### config.mk
export PLATFORM = sky130hd
export DESIGN_NAME = integer_to_radix_digits_unit
export DESIGN_NICKNAME = d
export VERILOG_FILES = /design/src/rtl/i2rd_pkg.sv /design/src/rtl/i2rd_front.sv /design/src/rtl/i2rd_back.sv /design/src/rtl/integer_to_radix_digits_unit.sv
export SDC_FILE = /design/constraint.sdc
export NUM_CORES = 1
export LEC_CHECK = 0
export BUFFER_PORTS_ARGS = -buffer_cell sky130_fd_sc_hd__buf_2
export CORE_ASPECT_RATIO = 0.7
export CORE_MARGIN = 4
export CORE_UTILIZATION = 35
export CTS_CLUSTER_DIAMETER = 50
export DETAILED_ROUTE_END_ITERATION = 6
export PLACE_DENSITY = 0.49
export SYNTH_ARGS = -nofsm -noshare
export SYNTH_HDL_FRONTEND = slang
export SYNTH_SLANG_ARGS = --single-unit
export TNS_END_PERCENT = 30
### constraint.sdc
create_clock -name clk -period 13.8 [get_ports clk]
set_input_delay 4.14 -clock clk [delete_from_list [all_inputs] [get_ports clk]]
set_output_delay 4.14 -clock clk [all_outputs]
set_load 0.01 [all_outputs]
### src/rtl/i2rd_pkg.sv
// shared types, constants and the digit-to-ascii map for the radix digit unit
// no dependencies
package i2rd_pkg;

    localparam int VALUE_BITS_DEF = 32;
    localparam int QUEUE_DEPTH    = 2;
    localparam int CHUNK_BITS     = 8;
    localparam int RADIX_BITS     = 5;
    localparam int DIGIT_BITS     = 4;
    localparam int CHAR_BITS      = 7;

    localparam logic [RADIX_BITS-1:0] RADIX_RESET = 5'd10;
    localparam logic [RADIX_BITS-1:0] RADIX_MIN   = 5'd2;
    localparam logic [RADIX_BITS-1:0] RADIX_MAX   = 5'd16;

    localparam logic [CHAR_BITS-1:0] CHAR_ZERO = 7'h30;
    localparam logic [CHAR_BITS-1:0] CHAR_A    = 7'h41;
    localparam logic [DIGIT_BITS-1:0] DIGIT_TEN = 4'd10;

    typedef enum logic [1:0] {
        ST_IDLE,
        ST_DIVIDE,
        ST_EMIT
    } back_state_t;

    // head of the item queue as seen by the back end
    typedef struct packed {
        logic valid;
        logic empty;
    } queue_head_t;

    function automatic logic [CHAR_BITS-1:0] digit_to_char(input logic [DIGIT_BITS-1:0] d);
        logic [CHAR_BITS-1:0] c;
        if (d < DIGIT_TEN)
            c = CHAR_ZERO + CHAR_BITS'(d);
        else
            c = CHAR_A + CHAR_BITS'(d - DIGIT_TEN);
        return c;
    endfunction

endpackage

### src/rtl/i2rd_front.sv
// front end: accepts items, classifies them and queues them for the back end
// depends on i2rd_pkg
module i2rd_front
    import i2rd_pkg::*;
#(
    parameter int VALUE_BITS = VALUE_BITS_DEF
)
(
    input  logic                    clk,
    input  logic                    rst_n,
    input  logic                    start,
    input  logic [VALUE_BITS-1:0]   value,
    output logic                    busy,
    input  logic                    pop,
    output queue_head_t             head,
    output logic [VALUE_BITS-2:0]   head_mag
);

    localparam int MAG_BITS  = VALUE_BITS - 1;
    localparam int PTR_BITS  = (QUEUE_DEPTH > 1) ? $clog2(QUEUE_DEPTH) : 1;
    localparam int CNT_BITS  = $clog2(QUEUE_DEPTH + 1);

    logic [MAG_BITS-1:0] mag_reg [QUEUE_DEPTH];
    logic                empty_reg [QUEUE_DEPTH];
    logic [PTR_BITS-1:0] wr_ptr_reg, wr_ptr_next;
    logic [PTR_BITS-1:0] rd_ptr_reg, rd_ptr_next;
    logic [CNT_BITS-1:0] cnt_reg, cnt_next;
    logic                push;
    logic                do_pop;
    logic                item_empty;

    // non-positive items give no digits
    assign item_empty = (value == '0) || value[VALUE_BITS-1];

    assign busy   = (cnt_reg == CNT_BITS'(QUEUE_DEPTH));
    assign push   = start && !busy;
    assign do_pop = pop && (cnt_reg != '0);

    assign head.valid = (cnt_reg != '0);
    assign head.empty = empty_reg[rd_ptr_reg];
    assign head_mag   = mag_reg[rd_ptr_reg];

    always_comb
    begin
        wr_ptr_next = wr_ptr_reg;
        rd_ptr_next = rd_ptr_reg;
        cnt_next    = cnt_reg;
        if (push)
        begin
            wr_ptr_next = (wr_ptr_reg == PTR_BITS'(QUEUE_DEPTH - 1)) ? '0
                                                                     : wr_ptr_reg + 1'b1;
        end
        if (do_pop)
        begin
            rd_ptr_next = (rd_ptr_reg == PTR_BITS'(QUEUE_DEPTH - 1)) ? '0
                                                                     : rd_ptr_reg + 1'b1;
        end
        if (push && !do_pop)
            cnt_next = cnt_reg + 1'b1;
        else if (do_pop && !push)
            cnt_next = cnt_reg - 1'b1;
    end

    always_ff @(posedge clk or negedge rst_n)
    begin
        if (!rst_n)
        begin
            wr_ptr_reg <= '0;
            rd_ptr_reg <= '0;
            cnt_reg    <= '0;
        end
        else
        begin
            wr_ptr_reg <= wr_ptr_next;
            rd_ptr_reg <= rd_ptr_next;
            cnt_reg    <= cnt_next;
        end
    end

    always_ff @(posedge clk)
    begin
        if (push)
        begin
            mag_reg[wr_ptr_reg]   <= value[MAG_BITS-1:0];
            empty_reg[wr_ptr_reg] <= item_empty;
        end
    end

endmodule

### src/rtl/i2rd_back.sv
// back end: chunked long division by the radix, digit store, reverse emission
// depends on i2rd_pkg
module i2rd_back
    import i2rd_pkg::*;
#(
    parameter int VALUE_BITS = VALUE_BITS_DEF
)
(
    input  logic                    clk,
    input  logic                    rst_n,
    input  logic [RADIX_BITS-1:0]   radix,
    input  queue_head_t             head,
    input  logic [VALUE_BITS-2:0]   head_mag,
    output logic                    pop,
    output logic                    strobe,
    output logic [CHAR_BITS-1:0]    digit_char,
    output logic                    last_digit,
    output logic                    empty_res
);

    localparam int MAG_BITS   = VALUE_BITS - 1;
    localparam int MAX_DIGITS = MAG_BITS;
    localparam int STEPS      = (MAG_BITS + CHUNK_BITS - 1) / CHUNK_BITS;
    localparam int WORK_BITS  = STEPS * CHUNK_BITS;
    localparam int CNT_BITS   = $clog2(MAX_DIGITS + 1);
    localparam int ADDR_BITS  = $clog2(MAX_DIGITS);
    localparam int STEP_BITS  = (STEPS > 1) ? $clog2(STEPS) : 1;

    back_state_t            state_reg, state_next;
    logic [WORK_BITS-1:0]   work_reg, work_next;
    logic [DIGIT_BITS-1:0]  rem_reg, rem_next;
    logic [STEP_BITS-1:0]   step_reg, step_next;
    logic [CNT_BITS-1:0]    count_reg, count_next;
    logic [ADDR_BITS-1:0]   rd_ptr_reg, rd_ptr_next;
    logic                   strobe_reg, strobe_next;
    logic                   last_reg, last_next;
    logic                   empty_reg, empty_next;
    logic [DIGIT_BITS-1:0]  rdata_reg;
    logic [DIGIT_BITS-1:0]  digit_mem [MAX_DIGITS];

    logic [WORK_BITS-1:0]   work_div;
    logic [DIGIT_BITS-1:0]  rem_div;
    logic [CHUNK_BITS-1:0]  q_chunk;
    logic [RADIX_BITS-1:0]  rem_wide;
    logic                   step_last;
    logic [CNT_BITS-1:0]    count_inc;
    logic                   conv_done;
    logic                   mem_we;
    logic                   mem_re;

    // one chunk of restoring division, msb first
    always_comb
    begin
        rem_wide = RADIX_BITS'(rem_reg);
        q_chunk  = '0;
        for (int i = 0; i < CHUNK_BITS; i++)
        begin
            rem_wide = {rem_wide[DIGIT_BITS-1:0], work_reg[WORK_BITS-1-i]};
            if (rem_wide >= radix)
            begin
                rem_wide = rem_wide - radix;
                q_chunk[CHUNK_BITS-1-i] = 1'b1;
            end
        end
        rem_div  = rem_wide[DIGIT_BITS-1:0];
        work_div = (work_reg << CHUNK_BITS) | WORK_BITS'(q_chunk);
    end

    assign step_last = (step_reg == STEP_BITS'(STEPS - 1));
    assign count_inc = count_reg + 1'b1;
    assign conv_done = (work_div == '0) || (count_inc == CNT_BITS'(MAX_DIGITS));

    // next state
    always_comb
    begin
        state_next = state_reg;
        unique case (state_reg)
            ST_IDLE:
            begin
                if (head.valid && !head.empty)
                    state_next = ST_DIVIDE;
            end
            ST_DIVIDE:
            begin
                if (step_last && conv_done)
                    state_next = ST_EMIT;
            end
            ST_EMIT:
            begin
                if (rd_ptr_reg == '0)
                    state_next = ST_IDLE;
            end
            default:
            begin
                state_next = ST_IDLE;
            end
        endcase
    end

    // datapath and outputs
    always_comb
    begin
        pop         = 1'b0;
        mem_we      = 1'b0;
        mem_re      = 1'b0;
        work_next   = work_reg;
        rem_next    = rem_reg;
        step_next   = step_reg;
        count_next  = count_reg;
        rd_ptr_next = rd_ptr_reg;
        strobe_next = 1'b0;
        last_next   = last_reg;
        empty_next  = empty_reg;
        unique case (state_reg)
            ST_IDLE:
            begin
                if (head.valid)
                begin
                    pop = 1'b1;
                    if (head.empty)
                    begin
                        strobe_next = 1'b1;
                        last_next   = 1'b1;
                        empty_next  = 1'b1;
                    end
                    else
                    begin
                        work_next  = WORK_BITS'(head_mag);
                        rem_next   = '0;
                        step_next  = '0;
                        count_next = '0;
                    end
                end
            end
            ST_DIVIDE:
            begin
                work_next = work_div;
                rem_next  = rem_div;
                step_next = step_reg + 1'b1;
                if (step_last)
                begin
                    mem_we     = 1'b1;
                    count_next = count_inc;
                    rem_next   = '0;
                    step_next  = '0;
                    if (conv_done)
                        rd_ptr_next = count_reg[ADDR_BITS-1:0];
                end
            end
            ST_EMIT:
            begin
                mem_re      = 1'b1;
                strobe_next = 1'b1;
                last_next   = (rd_ptr_reg == '0);
                empty_next  = 1'b0;
                rd_ptr_next = rd_ptr_reg - 1'b1;
            end
            default:
            begin
                pop = 1'b0;
            end
        endcase
    end

    always_ff @(posedge clk or negedge rst_n)
    begin
        if (!rst_n)
        begin
            state_reg  <= ST_IDLE;
            step_reg   <= '0;
            count_reg  <= '0;
            rd_ptr_reg <= '0;
            strobe_reg <= 1'b0;
            last_reg   <= 1'b0;
            empty_reg  <= 1'b0;
        end
        else
        begin
            state_reg  <= state_next;
            step_reg   <= step_next;
            count_reg  <= count_next;
            rd_ptr_reg <= rd_ptr_next;
            strobe_reg <= strobe_next;
            last_reg   <= last_next;
            empty_reg  <= empty_next;
        end
    end

    always_ff @(posedge clk)
    begin
        work_reg <= work_next;
        rem_reg  <= rem_next;
    end

    // digit store, least significant digit first
    always_ff @(posedge clk)
    begin
        if (mem_we)
            digit_mem[count_reg[ADDR_BITS-1:0]] <= rem_div;
        if (mem_re)
            rdata_reg <= digit_mem[rd_ptr_reg];
    end

    assign strobe     = strobe_reg;
    assign digit_char = empty_reg ? '0 : digit_to_char(rdata_reg);
    assign last_digit = last_reg;
    assign empty_res  = empty_reg;

endmodule

### src/rtl/integer_to_radix_digits_unit.sv
// top level of the integer to radix digit converter
// depends on i2rd_pkg, i2rd_front, i2rd_back
//
// Converts a signed integer into ascii digits ('0'-'9', 'A'-'F') in the
// configured radix, most significant digit first. An item is taken when start
// is high and busy is low. Each digit appears for exactly one cycle with
// digit_strobe high; the receiver cannot stall, so it must take every strobe.
// last_digit marks the final digit of an item. A zero or negative item gives
// a single result with empty_res and last_digit high and digit_char zero.
// The back end divides by the radix CHUNK_BITS bits per cycle, making a pass
// over the whole magnitude for each digit, and the digits then stream out one
// per cycle. The back end takes an item from the queue at the earliest in the
// cycle after start is accepted; after a positive item it takes the next one
// in the cycle that shows the last digit. A non-positive item does not take
// the back end out of its idle state, and its result comes out in the next
// cycle. A two-entry queue lets start be taken while the back end is still
// converting; busy rises only when that queue is full.
// The radix register resets to 10; 0 and 1 act as 2, 17 and up act as 16.
// Write it only while the block has no work in flight.
module integer_to_radix_digits_unit
    import i2rd_pkg::*;
#(
    parameter int VALUE_BITS = VALUE_BITS_DEF
)
(
    input  logic                    clk,
    input  logic                    rst_n,
    // item channel
    input  logic                    start,
    output logic                    busy,
    input  logic [VALUE_BITS-1:0]   value,
    // radix register write channel
    input  logic                    cfg_valid,
    output logic                    cfg_ready,
    input  logic [RADIX_BITS-1:0]   cfg_data,
    // results
    output logic                    digit_strobe,
    output logic [CHAR_BITS-1:0]    digit_char,
    output logic                    last_digit,
    output logic                    empty_res
);

    logic [RADIX_BITS-1:0]  radix_reg, radix_next;
    logic [RADIX_BITS-1:0]  radix_eff;
    queue_head_t            head;
    logic [VALUE_BITS-2:0]  head_mag;
    logic                   pop;

    // the radix register accepts every write, cfg_ready is tied high
    assign cfg_ready = 1'b1;

    always_comb
    begin
        radix_next = radix_reg;
        if (cfg_valid && cfg_ready)
            radix_next = cfg_data;
    end

    always_ff @(posedge clk or negedge rst_n)
    begin
        if (!rst_n)
            radix_reg <= RADIX_RESET;
        else
            radix_reg <= radix_next;
    end

    // saturate the radix into the supported range
    always_comb
    begin
        if (radix_reg < RADIX_MIN)
            radix_eff = RADIX_MIN;
        else if (radix_reg > RADIX_MAX)
            radix_eff = RADIX_MAX;
        else
            radix_eff = radix_reg;
    end

    // accept and classify, queue up to two items
    i2rd_front #(
        .VALUE_BITS (VALUE_BITS)
    ) u_front (
        .clk      (clk),
        .rst_n    (rst_n),
        .start    (start),
        .value    (value),
        .busy     (busy),
        .pop      (pop),
        .head     (head),
        .head_mag (head_mag)
    );

    // divide, store digits, emit in reverse
    i2rd_back #(
        .VALUE_BITS (VALUE_BITS)
    ) u_back (
        .clk        (clk),
        .rst_n      (rst_n),
        .radix      (radix_eff),
        .head       (head),
        .head_mag   (head_mag),
        .pop        (pop),
        .strobe     (digit_strobe),
        .digit_char (digit_char),
        .last_digit (last_digit),
        .empty_res  (empty_res)
    );

endmodule

-- Word-level counts from Yosys, hierarchy flattened
Memory sizes are Yosys's and may differ from the RTL's. A register that Yosys moved wholly into a read port is not among the register bits.
Cells that the tools add are included.
- add/subtract/negate cells: 18
- $lt $le $gt $ge: 11
- equality and inequality tests: 13
- muxes and demuxes: 62
- bitwise operators: 1
- reduce and logical (&&, ||, !) cells: 26
- operator list (cell ; number):
    32-bit logical NOT ; 2
    32-bit two-way mux ; 2
    32-bit case mux with 2 select lines ; 1
    4-bit two-way mux ; 11
    5-bit >= comparator ; 8
    5-bit two-way mux ; 7
    32-bit by 8-bit bitwise OR with 32-bit output ; 1
    4-bit subtractor ; 8
    1-bit two-way mux ; 23
    5-bit case mux with 2 select lines ; 2
    2-bit two-way mux ; 8
    7-bit two-way mux ; 2
    2-bit by 1-bit != test with 1-bit output, second input constant ; 7
    3-bit AND reduction ; 4
    2-bit nonzero test ; 5
    4-bit case mux with 2 select lines ; 1
    6-bit by 4-bit adder with 7-bit output, first input constant ; 1
    7-bit adder, first input constant ; 1
    2-bit == test, second input constant ; 3
    1-bit logical AND ; 6
    1-bit case mux with 2 select lines ; 3
    2-bit case mux with 3 select lines ; 1
    5-bit by 1-bit adder with 5-bit output, second input constant ; 1
    5-bit == test, second input constant ; 1
    16 further kinds ; 22
- bits in registers: 62
- memory bits (writable): 188
- input port bits: 41
- output and inout bits: 12
- memories kept: 3
- memory list (memory ; depth ; width ; rd ports ; clocked after Yosys merged registers in ; wr ports ; RTL line ; text):
    u_back.digit_mem ; 31 ; 4 ; 1 ; 1 ; 1 ; i2rd_back.sv:39 ; logic [DIGIT_BITS-1:0] digit_mem [MAX_DIGITS];
    u_front.mag_reg ; 2 ; 31 ; 1 ; 0 ; 1 ; i2rd_front.sv:23 ; logic [MAG_BITS-1:0] mag_reg [QUEUE_DEPTH];
    u_front.empty_reg ; 2 ; 1 ; 1 ; 0 ; 1 ; i2rd_front.sv:24 ; logic empty_reg [QUEUE_DEPTH];

-- Longest topological paths before layout
Gate-level depths: netlist of run 1.
- depth after elaboration: 25
- mapped depth: 51

-- Hierarchy
A second synthesis of run 1 with hierarchy kept.
- cell total of the unflattened synthesis: 883
- area, all modules: 12438.2 um^2
- by module, submodules not included (module ; instances ; cells each ; area an instance (um^2)):
    i2rd_back ; 1 ; 734 ; 9467.8
    i2rd_front ; 1 ; 130 ; 2732.6
    integer_to_radix_digits_unit ; 1 ; 19 ; 237.7

-- Worst setup path before layout of run 1
OpenSTA, ideal clock, no wires.
- path kind: reg-to-reg
- start: register radix_reg[3]
- end: memory u_back.digit_mem[0][2] (data pin)
- library setup time: 372 ps
- arrival: 11080 ps
- path slack: 2349 ps
- stages on the path, launching flop included: 46
- clock period less this slack: 11451 ps
- cells stage by stage: dfstp_2 nor2_1 o21ai_0 ha_1 a21o_1 a31oi_1 o21ai_4 mux2_2 ha_1 a21o_1 a31oi_1 o21ai_4 mux2_2 ha_1 a21o_1 a31oi_1 o21ai_2 mux2_2 [... 10 more ...] mux2i_1 ha_1 a21o_1 a31oi_1 o21ai_2 mux2_2 inv_1 ha_1 a21o_1 a31oi_1 o21ai_2 mux2_2 ha_1 nand2_1 o21ai_0 clkbuf_1 nor2_1 a21oi_1
- longest elaborated chain between the ends: 19
- RTL lines (item ; RTL line ; text):
    start: declaration ; integer_to_radix_digits_unit.sv:43 ; logic [RADIX_BITS-1:0] radix_reg, radix_next;
    start signal: assignment ; integer_to_radix_digits_unit.sv:64 ; radix_reg <= radix_next;
    5-bit greater-than comparator ; integer_to_radix_digits_unit.sv:72 ; else if (radix_reg > RADIX_MAX)
    5-bit two-way mux ; integer_to_radix_digits_unit.sv:72 ;
    5-bit two-way mux (*) ; integer_to_radix_digits_unit.sv:70 ; if (radix_reg < RADIX_MIN)
    4-bit subtractor / 5-bit >= comparator (equally long branches) ; i2rd_back.sv:61, i2rd_back.sv:59 ;
    4-bit two-way mux ; i2rd_back.sv:59 ; if (rem_wide >= radix)
    4-bit subtractor / 5-bit >= comparator (equally long branches) ; i2rd_back.sv:61, i2rd_back.sv:59 ;
    4-bit two-way mux ; i2rd_back.sv:59 ;
    4-bit subtractor / 5-bit >= comparator (equally long branches) ; i2rd_back.sv:61, i2rd_back.sv:59 ;
    [... 4 more ...] ; -- ;
    4-bit two-way mux ; i2rd_back.sv:59 ;
    4-bit subtractor / 5-bit >= comparator (equally long branches) ; i2rd_back.sv:61, i2rd_back.sv:59 ;
    4-bit two-way mux ; i2rd_back.sv:59 ;
    5-bit >= comparator / 4-bit subtractor (equally long branches) ; i2rd_back.sv:59, i2rd_back.sv:61 ;
    4-bit two-way mux ; i2rd_back.sv:59 ;
    4-bit subtractor / 5-bit >= comparator (equally long branches) ; i2rd_back.sv:61, i2rd_back.sv:59 ;
    4-bit two-way mux (*) ; i2rd_back.sv:59 ;
    via u_back.rem_wide[2] ; i2rd_back.sv:44 ; logic [RADIX_BITS-1:0] rem_wide;
    end: declaration ; i2rd_back.sv:39 ;
The timed path passes the listed nets; every way through them passes the cells marked *.

-- Final worst setup path of run 1
- start: register radix_reg[4]
- end: memory u_back.digit_mem[27][3] (data pin)
- longest elaborated chain between the ends: 19
- RTL lines (item ; RTL line):
    5-bit greater-than comparator ; integer_to_radix_digits_unit.sv:72
    5-bit two-way mux ; integer_to_radix_digits_unit.sv:72
    5-bit two-way mux (*) ; integer_to_radix_digits_unit.sv:70
    4-bit subtractor / 5-bit >= comparator (equally long branches) ; i2rd_back.sv:61, i2rd_back.sv:59
    4-bit two-way mux ; i2rd_back.sv:59
    4-bit subtractor / 5-bit >= comparator (equally long branches) ; i2rd_back.sv:61, i2rd_back.sv:59
    4-bit two-way mux ; i2rd_back.sv:59
    4-bit subtractor / 5-bit >= comparator (equally long branches) ; i2rd_back.sv:61, i2rd_back.sv:59
    [... 4 more ...] ; --
    4-bit two-way mux ; i2rd_back.sv:59
    4-bit subtractor / 5-bit >= comparator (equally long branches) ; i2rd_back.sv:61, i2rd_back.sv:59
    4-bit two-way mux ; i2rd_back.sv:59
    4-bit subtractor / 5-bit >= comparator (equally long branches) ; i2rd_back.sv:61, i2rd_back.sv:59
    4-bit two-way mux ; i2rd_back.sv:59
    4-bit subtractor / 5-bit >= comparator (equally long branches) ; i2rd_back.sv:61, i2rd_back.sv:59
    4-bit two-way mux (*) ; i2rd_back.sv:59
    via u_back.rem_wide[3] ; i2rd_back.sv:44
Marks and branches as above.

==> results of run 1 <==
how the worst max path moves through the flow:
stage | slack [ns] | endpoint | depth (start not counted) | start
2_1_floorplan | 2.35 | u_back.digit_mem[0][2]$_DFFE_PP_ | 45 | radix_reg[3]$_DFFE_PN1P_
3_3_place_gp | 2.28 | u_back.digit_mem[24][3]$_DFFE_PP_ | 45 | radix_reg[4]$_DFFE_PN0P_
3_5_place_dp | 1.96 | u_back.digit_mem[21][3]$_DFFE_PP_ | 45 | radix_reg[4]$_DFFE_PN0P_
4_1_cts | 1.94 | u_back.digit_mem[11][3]$_DFFE_PP_ | 45 | radix_reg[4]$_DFFE_PN0P_
5_1_grt | 1.12 | u_back.digit_mem[29][3]$_DFFE_PP_ | 45 | radix_reg[4]$_DFFE_PN0P_
6_report | 1.99 | u_back.digit_mem[27][3]$_DFFE_PP_ | 45 | radix_reg[4]$_DFFE_PN0P_
cell type report:
cell class | count | area, µm²
well taps | 464 | 581
clock buffers | 35 | 706
fillers | 3182 | 20100
clock inverters | 15 | 176
flip-flops and latches | 254 | 7500
repair buffers | 61 | 330
inverters | 44 | 165
multi-input cells | 522 | 4380
cells in the final DEF (no fill, tap or decap), drive strengths merged, types with 4 or more instances in the layout:
cell    instances
a21o           16
a21oi          35
a31oi           8
a41o            4
buf            61
clkbuf         35
clkinv          9
dfrtp          24
edfxtp        228
fa              8
ha             56
inv            46
mux2           24
mux2i          49
mux4           36
nand2          68
nand2b         10
nand3          16
nand4           7
nor2           53
nor4           15
o21ai          61
xnor2          21
xor2            4
logic make-up after synthesis:
family / Yosys count / synth area share [%]
flip-flops: 254 / 61.5
AND/OR/NAND/NOR: 182 / 6.76
AO/OA/AOI/OAI: 141 / 7.15
multiplexers: 109 / 13.0
buffers and inverters: 78 / 2.72
adder cells (fa/ha/maj): 64 / 7.06
XOR/XNOR: 25 / 1.79
other: 1 / 0.0307
critical path, delay by kind of cell, from the launching register on:
kind	cells	cell delay [ns]
compound gates	23	4.30
fa+ha+maj	8	2.59
buf+inv	3	0.40
flops	1	0.38
mux	7	2.48
simple gates	4	1.09
per-stage QoR:
stage	hold WS, ns	worst slack [ns]	cell area, µm²
after floorplan	0.461	2.35	12200
after global placement	0.479	2.28	13000
after detailed placement	0.495	1.96	13000
after CTS	0.510	1.94	13800
after global routing	0.533	1.12	13800
final	0.502	1.99	13800
layer usage:
metal	global-route usage (%)	share of wire, %	wire length [µm]
met4	3.06	1.9	514
met2	18.5	37	10200
met3	2.60	5.5	1510
met1	25.6	56	15400
met5	0	0	0
==> flow_summary.ini, run 1 <==
[critical_path]
r2r_end = u_back.digit_mem[27][3]$_DFFE_PP_
cp_data_arrival_time_ns = 11.84
start_kind = register
r2r_slack_ns = 1.99
critPathSlowestCell = nand2_1
rr_startpoint = radix_reg[4]$_DFFE_PN0P_
cp_common_cell = ha_1
path_max_fanout = 31
worstSetupEndpointType = register
required_ns = 13.83
r2r_cells = 45
cp_slowest_stage_delay_ns = 0.60
crit_type = register to register

[floorplanning]
die_w_um = 231
die-area_um2 = 38000
die_y_um = 164
rows = 56
num_io_pins = 53
coreArea_um2 = 33900
start_util_pct = 36.0

[min_path]
hp-class = register to register
hold-path-endpoint = u_back.step_reg[1]$_DFFE_PN0P_
hold_path_depth = 1
hold_start = u_back.step_reg[1]$_DFFE_PN0P_

[timing]
tightest_slew_ns = 1.07
finalSetupViolCount = 0
skew_ns = 0.0103
finalCriticalPeriod_ns = 11.81
max_freq_mhz = 84.7
post-route-period-util_pct = 85.6
drv_slew = 0
hold_violations = 0
max-slew-margin-rel_pct = 28.3
rsz0062_at_grt = false
fin_setup_tns_ns = 0

[global_routing]
antenna_found_initial = 1
gr-total-overflow = 0
grt_pass1_wl_um = 42800
grt_max_degree = 69
track_usage_pct = 14.7
grt_pass1_vias = 6889

[layout]
fin_cells = 1395
antenna_cells = 0
fin_util_pct = 40.8
final_nets = 1015
drive_gt1_share_pct = 19.4
synthToLayoutAreaGrowth_pct = 13.5
largest_reg_flops = 124

[synthesis]
synth-seq-cells = 254
syn_inst = 854
synth.largest_area_cell = edfxtp_1
synth_nets = 959
synth.most_common_cell = edfxtp_1
synth.distinct_cells = 56
synth_edf_count = 228
ys_seq_area_share_pct = 61.5
ys_async_sr_fraction_pct = 10.2
syn_area_per_cell_um2 = 14.3
yosys_warnings = 0
synth.area.top_cells = edfxtp_1 56%, mux4_2 6.6%, ha_1 5.7%
synthesis.area_um2 = 12200
synthTopCellsByCount = 228 x edfxtp_1, 68 x nand2_1, 56 x ha_1, 53 x nor2_1, 49 x o21ai_0
synth_ff_type = edfxtp_1
synth_top_cell_area_share_pct = 56.1

[detailed_routing]
ant_nets = 0
drc = 0
post_drt_wl_per_cell_um = 19.8
viasPerCell = 5.02
firstDrtPassIters = 4
routed_wirelength_um = 27700
num_vias = 7006
drt_first_iter_violations = 584

[clock_tree]
cts_resized = 0
clkLatencyLatePin_ns = 0.56
clk_path_buf_depth = 3
cts_sinks = 254
cts_setup_buffers = 0
path_clk_slew_ns = 0.06
cts_max_level = 1
clock-root-buffer = clkbuf_16
cts_tree = yes
cts_hold_buf = 0
cts_buffers = 27

[placement]
io_buffers = 51
post-place-cells = 1345
gp_congestion = 0.812
dp_hpwl_um = 18800

[flow_run]
maxCapViolations = 0

[outcome]
outcome = finished, final reports clean
Power of run 1 is left out: the tool's default activity adds up to more than one toggle a clock period on the data nets, which glitch-free logic cannot reach.
==> run 2, diff against run 1 <==
--- a/config.mk
+++ b/config.mk
@@ -5,6 +5,7 @@
 export SDC_FILE = /design/constraint.sdc
 export NUM_CORES = 1
 export LEC_CHECK = 0
+export ABC_AREA = 1
 export BUFFER_PORTS_ARGS = -buffer_cell sky130_fd_sc_hd__buf_2
 export CORE_ASPECT_RATIO = 0.7
 export CORE_MARGIN = 4
==> run 2 against run 1 <==
Synthesized area up 2.2%. Via count grew 24%. Synthesized cell count rose by 38%. First-iteration DRC count grew 49%. Clock skew up 0.038 ns. Die area rose by 2.1%. Highest routed layer unchanged.
==> flow_summary.ini, run 2 <==
[detailed_routing]
dr_wl_met2_um = 12200
num_vias = 8687
ant_nets = 0
routed_wirelength_um = 32000
dr_wl_met3_um = 2060
post_drt_wl_per_cell_um = 18.5
drc = 0
wl_met1_um = 17200
drt_first_iter_violations = 868
topRoutingLayerUsed = met4
firstDrtPassIters = 5
viasPerCell = 5.04

[timing]
max-slew-margin-rel_pct = 25.1
hold_violations = 0
fin_setup_tns_ns = 0
skew_ns = 0.0485
tightest_slew_ns = 1.12
finalSetupViolCount = 0
max_freq_mhz = 89.1
finalCriticalPeriod_ns = 11.23
drv_slew = 0
post-route-period-util_pct = 81.4
rsz0062_at_grt = false

[critical_path]
r2r_end = u_back.digit_mem[27][2]$_DFFE_PP_
crit_type = register to register
worstSetupEndpointType = register
critPathSlowestCell = nand2_1
rr_startpoint = radix_reg[4]$_DFFE_PN0P_
required_ns = 13.99
cp_slowest_stage_delay_ns = 0.80
start_kind = register
path_max_fanout = 31
cp_data_arrival_time_ns = 11.42
r2r_cells = 69
startpoint = radix_reg[4]$_DFFE_PN0P_
cp_common_cell = nand2_1
r2r_slack_ns = 2.57

[floorplanning]
rows = 57
die-area_um2 = 38800
die_y_um = 166
num_io_pins = 53
coreArea_um2 = 34900
start_util_pct = 35.7
die_w_um = 234

[flow_run]
maxCapViolations = 0

[layout]
final_nets = 1336
synthToLayoutAreaGrowth_pct = 13.5
final_common_cell = edfxtp_1
drive_gt1_share_pct = 12.5
antenna_cells = 0
largest_reg_flops = 124
final_cell_mix = 228 x edfxtp_1, 192 x nand2_1, 161 x nor2_1

[synthesis]
synth.area.top_cells = edfxtp_1 55%, nand2_1 5.8%, ha_1 5.6%
syn_area_per_cell_um2 = 10.6
syn_inst = 1179
synth_edf_count = 228
synthesis.area_um2 = 12500
ys_async_sr_fraction_pct = 10.2
synth-seq-cells = 254
synth_nets = 1284
yosys_warnings = 0
ys_seq_area_share_pct = 60.1
synth_ff_type = edfxtp_1
synth.distinct_cells = 50
synthTopCellsByCount = 228 x edfxtp_1, 192 x nand2_1, 163 x nor2_1, 94 x o21ai_0, 81 x inv_1
synth.most_common_cell = edfxtp_1
synth.largest_area_cell = edfxtp_1
synth_top_cell_area_share_pct = 54.9

[global_routing]
grt_max_degree = 65
track_usage_pct = 16.3
gr-total-overflow = 0
grt_pass1_wl_um = 49700
antenna_found_initial = 0
grt_pass1_vias = 8251

[clock_tree]
clk_path_buf_depth = 3
cts_hold_buf = 0
cts_sinks = 254
cts_buffers = 28
clock-root-buffer = clkbuf_16
clkLatencyLatePin_ns = 0.58
cts_resized = 0
cts_max_level = 1
cts_tree = yes
path_clk_slew_ns = 0.06
cts_setup_buffers = 0

[min_path]
hp-class = register to register
hold_start = u_back.state_reg[0]$_DFFE_PN0P_
hold-path-endpoint = u_back.state_reg[0]$_DFFE_PN0P_
hold_path_depth = 2

[placement]
dp_hpwl_um = 21700
gp_congestion = 0.821
io_buffers = 51

[outcome]
outcome = finished, final reports clean
[run 2: changes by cell type in the layout (fill, tap and decap cells not counted), sizes merged, moves of 21 or more]
cell | before | now
nand2 | 68 | 205
mux2i | 49 | 0
mux4 | 36 | 0
o22ai | 1 | 24
nor2 | 53 | 172
inv | 46 | 94
a21oi | 35 | 81
nand3 | 16 | 46
mux2 | 24 | 3
o21ai | 61 | 110
[run 2: cells by family (layout without fill, tap and decap cells)]
| group | after synthesis | count (layout) | share of synthesized area, % |
|---|---|---|---|
| flip-flops | 254 | 254 | 60.1 |
| adder cells (fa/ha/maj) | 64 | 64 | 6.90 |
| other | 1 | 1 | 0.0301 |
| XOR/XNOR | 23 | 23 | 1.62 |
| buffers and inverters | 132 | 206 | 4.16 |
| AND/OR/NAND/NOR | 454 | 454 | 15.7 |
| AO/OA/AOI/OAI | 248 | 248 | 11.2 |
| multiplexers | 3 | 3 | 0.271 |
[run 2: metrics by stage]
step	cells	worst slack, ns	cell area, µm²	hold WS (ns)	utilization (%)
2_1_floorplan	1179	3.91	12500	0.466	-
3_3_place_gp	1673	2.80	13200	0.495	37.8
3_5_place_dp	1673	2.57	13200	0.497	37.8
4_1_cts	1725	2.53	14200	0.513	40.5
5_1_grt	1725	1.45	14200	0.533	40.5
6_report	1725	2.57	14200	0.514	40.5
[run 2: critical path: cells and delay by family, from the launching register on]
family	cells	cell delay [ns]
AO/OA/AOI/OAI	5	0.60
flip-flops	1	0.40
buffers and inverters	8	0.74
adder cells (fa/ha/maj)	8	2.65
AND/OR/NAND/NOR	48	6.42
[run 2: area by class of cell]
class | instances | area (µm²)
fill | 3419 | 20800
sequential | 254 | 7500
multi-input combinational | 793 | 4460
clock buffer | 40 | 766
tap | 472 | 591
inverter | 93 | 349
timing repair buffer | 61 | 330
clock inverter | 12 | 166
[run 2: routing by layer]
metal  vias up  track usage, %
met5         -               0
met4         0            2.87
met3        33            3.14
met2       258            20.9
met1      4161            28.0
li1       4235               -
[run 2: worst max path at each step]
stage / to / slack, ns / cells after the start
floorplan: u_back.digit_mem[0][2]$_DFFE_PP_ / 3.91 / 66
global placement: u_back.digit_mem[7][2]$_DFFE_PP_ / 2.80 / 69
detailed placement: u_back.digit_mem[7][1]$_DFFE_PP_ / 2.57 / 70
CTS: u_back.digit_mem[30][1]$_DFFE_PP_ / 2.53 / 70
global route: u_back.digit_mem[2][1]$_DFFE_PP_ / 1.45 / 68
finish: u_back.digit_mem[27][2]$_DFFE_PP_ / 2.57 / 69
Power of run 2 is left out for the same reason.
==> run 3, diff against run 2 <==
==> constraint.sdc (replaced) <==
create_clock -name clk -period 10.96 [get_ports clk]
set_input_delay 3.288 -clock clk [delete_from_list [all_inputs] [get_ports clk]]
set_output_delay 3.288 -clock clk [all_outputs]
set_load 0.01 [all_outputs]
==> run 3 against run 2 <==
Non-clock buffer count is 19 higher. Routed wire length fell by 0.47%. Sequential share of layout area down 0.54 points. Global-route usage down 0.21 points. Worst hold slack worse by 0.028 ns. Count of clock-buffer cells in the layout is 5 lower.
==> flow_summary.ini, run 3 (synthesis results as in run 2) <==
[layout]
final_common_cell = edfxtp_1
final_nets = 1356
synthToLayoutAreaGrowth_pct = 14.7
seqCellArea_um2 = 7500
final_area_um2 = 14300
antenna_cells = 0
largest_reg_flops = 124
final_cell_mix = 228 x edfxtp_1, 192 x nand2_1, 161 x nor2_1
multi_input_area_um2 = 4500
fillers = 3398
drive_gt1_share_pct = 14.5

[detailed_routing]
drc = 0
post_drt_wl_per_cell_um = 18.2
viasPerCell = 5.02
firstDrtPassIters = 5
num_vias = 8757
ant_nets = 0
drt_first_iter_violations = 662
routed_wirelength_um = 31800

[critical_path]
start_kind = register
path_max_fanout = 15
crit_type = register to register
cp_data_arrival_time_ns = 10.42
required_ns = 11.25
r2r_cells = 69
cp_common_cell = nand2_1
cp_slowest_stage_delay_ns = 0.41
critPathSlowestCell = dfrtp_1
worstSetupEndpointType = register

[floorplanning]
num_io_pins = 53
die_y_um = 166
die_w_um = 234
coreArea_um2 = 34900
rows = 57
start_util_pct = 35.7
die-area_um2 = 38800

[placement]
dp_hpwl_um = 21700
io_buffers = 51
detailedPlace.worstSlack_ns = 0.423
postPlaceCellArea_um2 = 13300
gp_congestion = 0.830

[clock_tree]
cts_sinks = 254
clock-root-buffer = clkbuf_16
cts_tree = yes
path_clk_slew_ns = 0.06
cts_buffers = 28
cts_max_level = 1
clk_path_buf_depth = 3
clkLatencyLatePin_ns = 0.56
cts_hold_buf = 0

[timing]
hold_slack_ns = 0.485
max-slew-margin-rel_pct = 25.7
setup_slack_ns = 0.829
finalSetupViolCount = 0
post-route-period-util_pct = 92.4
finalCriticalPeriod_ns = 10.13
tightest_slew_ns = 1.11
max_freq_mhz = 98.7
drv_slew = 0
skew_ns = 0.0193
hold_violations = 0

[global_routing]
grt_pass1_vias = 8303
track_usage_pct = 16.1
antenna_found_initial = 0
grt_max_degree = 65
grt_pass1_wl_um = 49300
gr-total-overflow = 0

[min_path]
hp-class = register to register
hold_path_depth = 2

[outcome]
outcome = finished, final reports clean

[flow_run]
maxCapViolations = 0
## run 3: cell count changes in the layout (fill, tap and decap cells not counted), moves of 3 or more
cell | before | now
clkbuf_1 | 10 | 4
o21ai_0 | 93 | 90
clkinv_1 | 4 | 11
buf_4 | 10 | 29
o21ai_2 | 3 | 6
## run 3: timing repair
action / 4_1_cts / 5_1_grt
buffers inserted: 0 / 12
resized for setup: 0 / 15
endpoints found under the setup margin: 0 / 135
## run 3: path summary, 6_finish.rpt
kind / from / end / slack, ns
worst max-delay path: radix_reg[2]$_DFFE_PN0P_ / u_back.digit_mem[19][0]$_DFFE_PP_ / 0.83
worst min-delay path: u_back.last_digit$_DFFE_PN0P_ / u_back.last_digit$_DFFE_PN0P_ / 0.49
worst max register to register: radix_reg[2]$_DFFE_PN0P_ / u_back.digit_mem[19][0]$_DFFE_PP_ / 0.83
worst min register to register: u_back.last_digit$_DFFE_PN0P_ / u_back.last_digit$_DFFE_PN0P_ / 0.49
max in group asynchronous: rst_n / u_back.rd_ptr_reg[0]$_DFFE_PN0P_ / 7.71
min in group asynchronous: rst_n / radix_reg[4]$_DFFE_PN0P_ / 2.77
## run 3: stage by stage
stage          cells  util (%)  setup TNS [ns]
6_report        1745      40.9               0
5_1_grt         1745      40.9           -1.83
4_1_cts         1732      40.5               0
3_5_place_dp    1680      38.0               0
3_3_place_gp    1680      38.0               0
2_1_floorplan   1179         -               0
## run 3: critical path, delay by kind of cell, from the launching register on
kind            cells  cell delay (ns)
fa+ha+maj           8             2.43
buf+inv            10             1.04
flops               1             0.41
simple gates       45             5.24
compound gates      6             0.73
## run 3: final cells by class
cell class / instances / share of cell area [%]
inverters: 93 / 2.47
multi-input cells: 793 / 31.5
well taps: 472 / 4.13
repair buffers: 80 / 3.31
flip-flops and latches: 254 / 52.4
repair inverters: 1 / 0.0525
clock inverters: 17 / 0.831
clock buffers: 35 / 5.29
## run 3: routing by layer
layer	share of wire [%]	vias up	GRT usage (%)	wire, µm
li1	-	4274	-	-
met1	55	4224	27.8	17500
met2	38	220	20.7	12100
met3	5.5	39	2.61	1740
met4	1.7	0	3.07	535
met5	0	-	0	0
Power of run 3 is left out for the same reason.
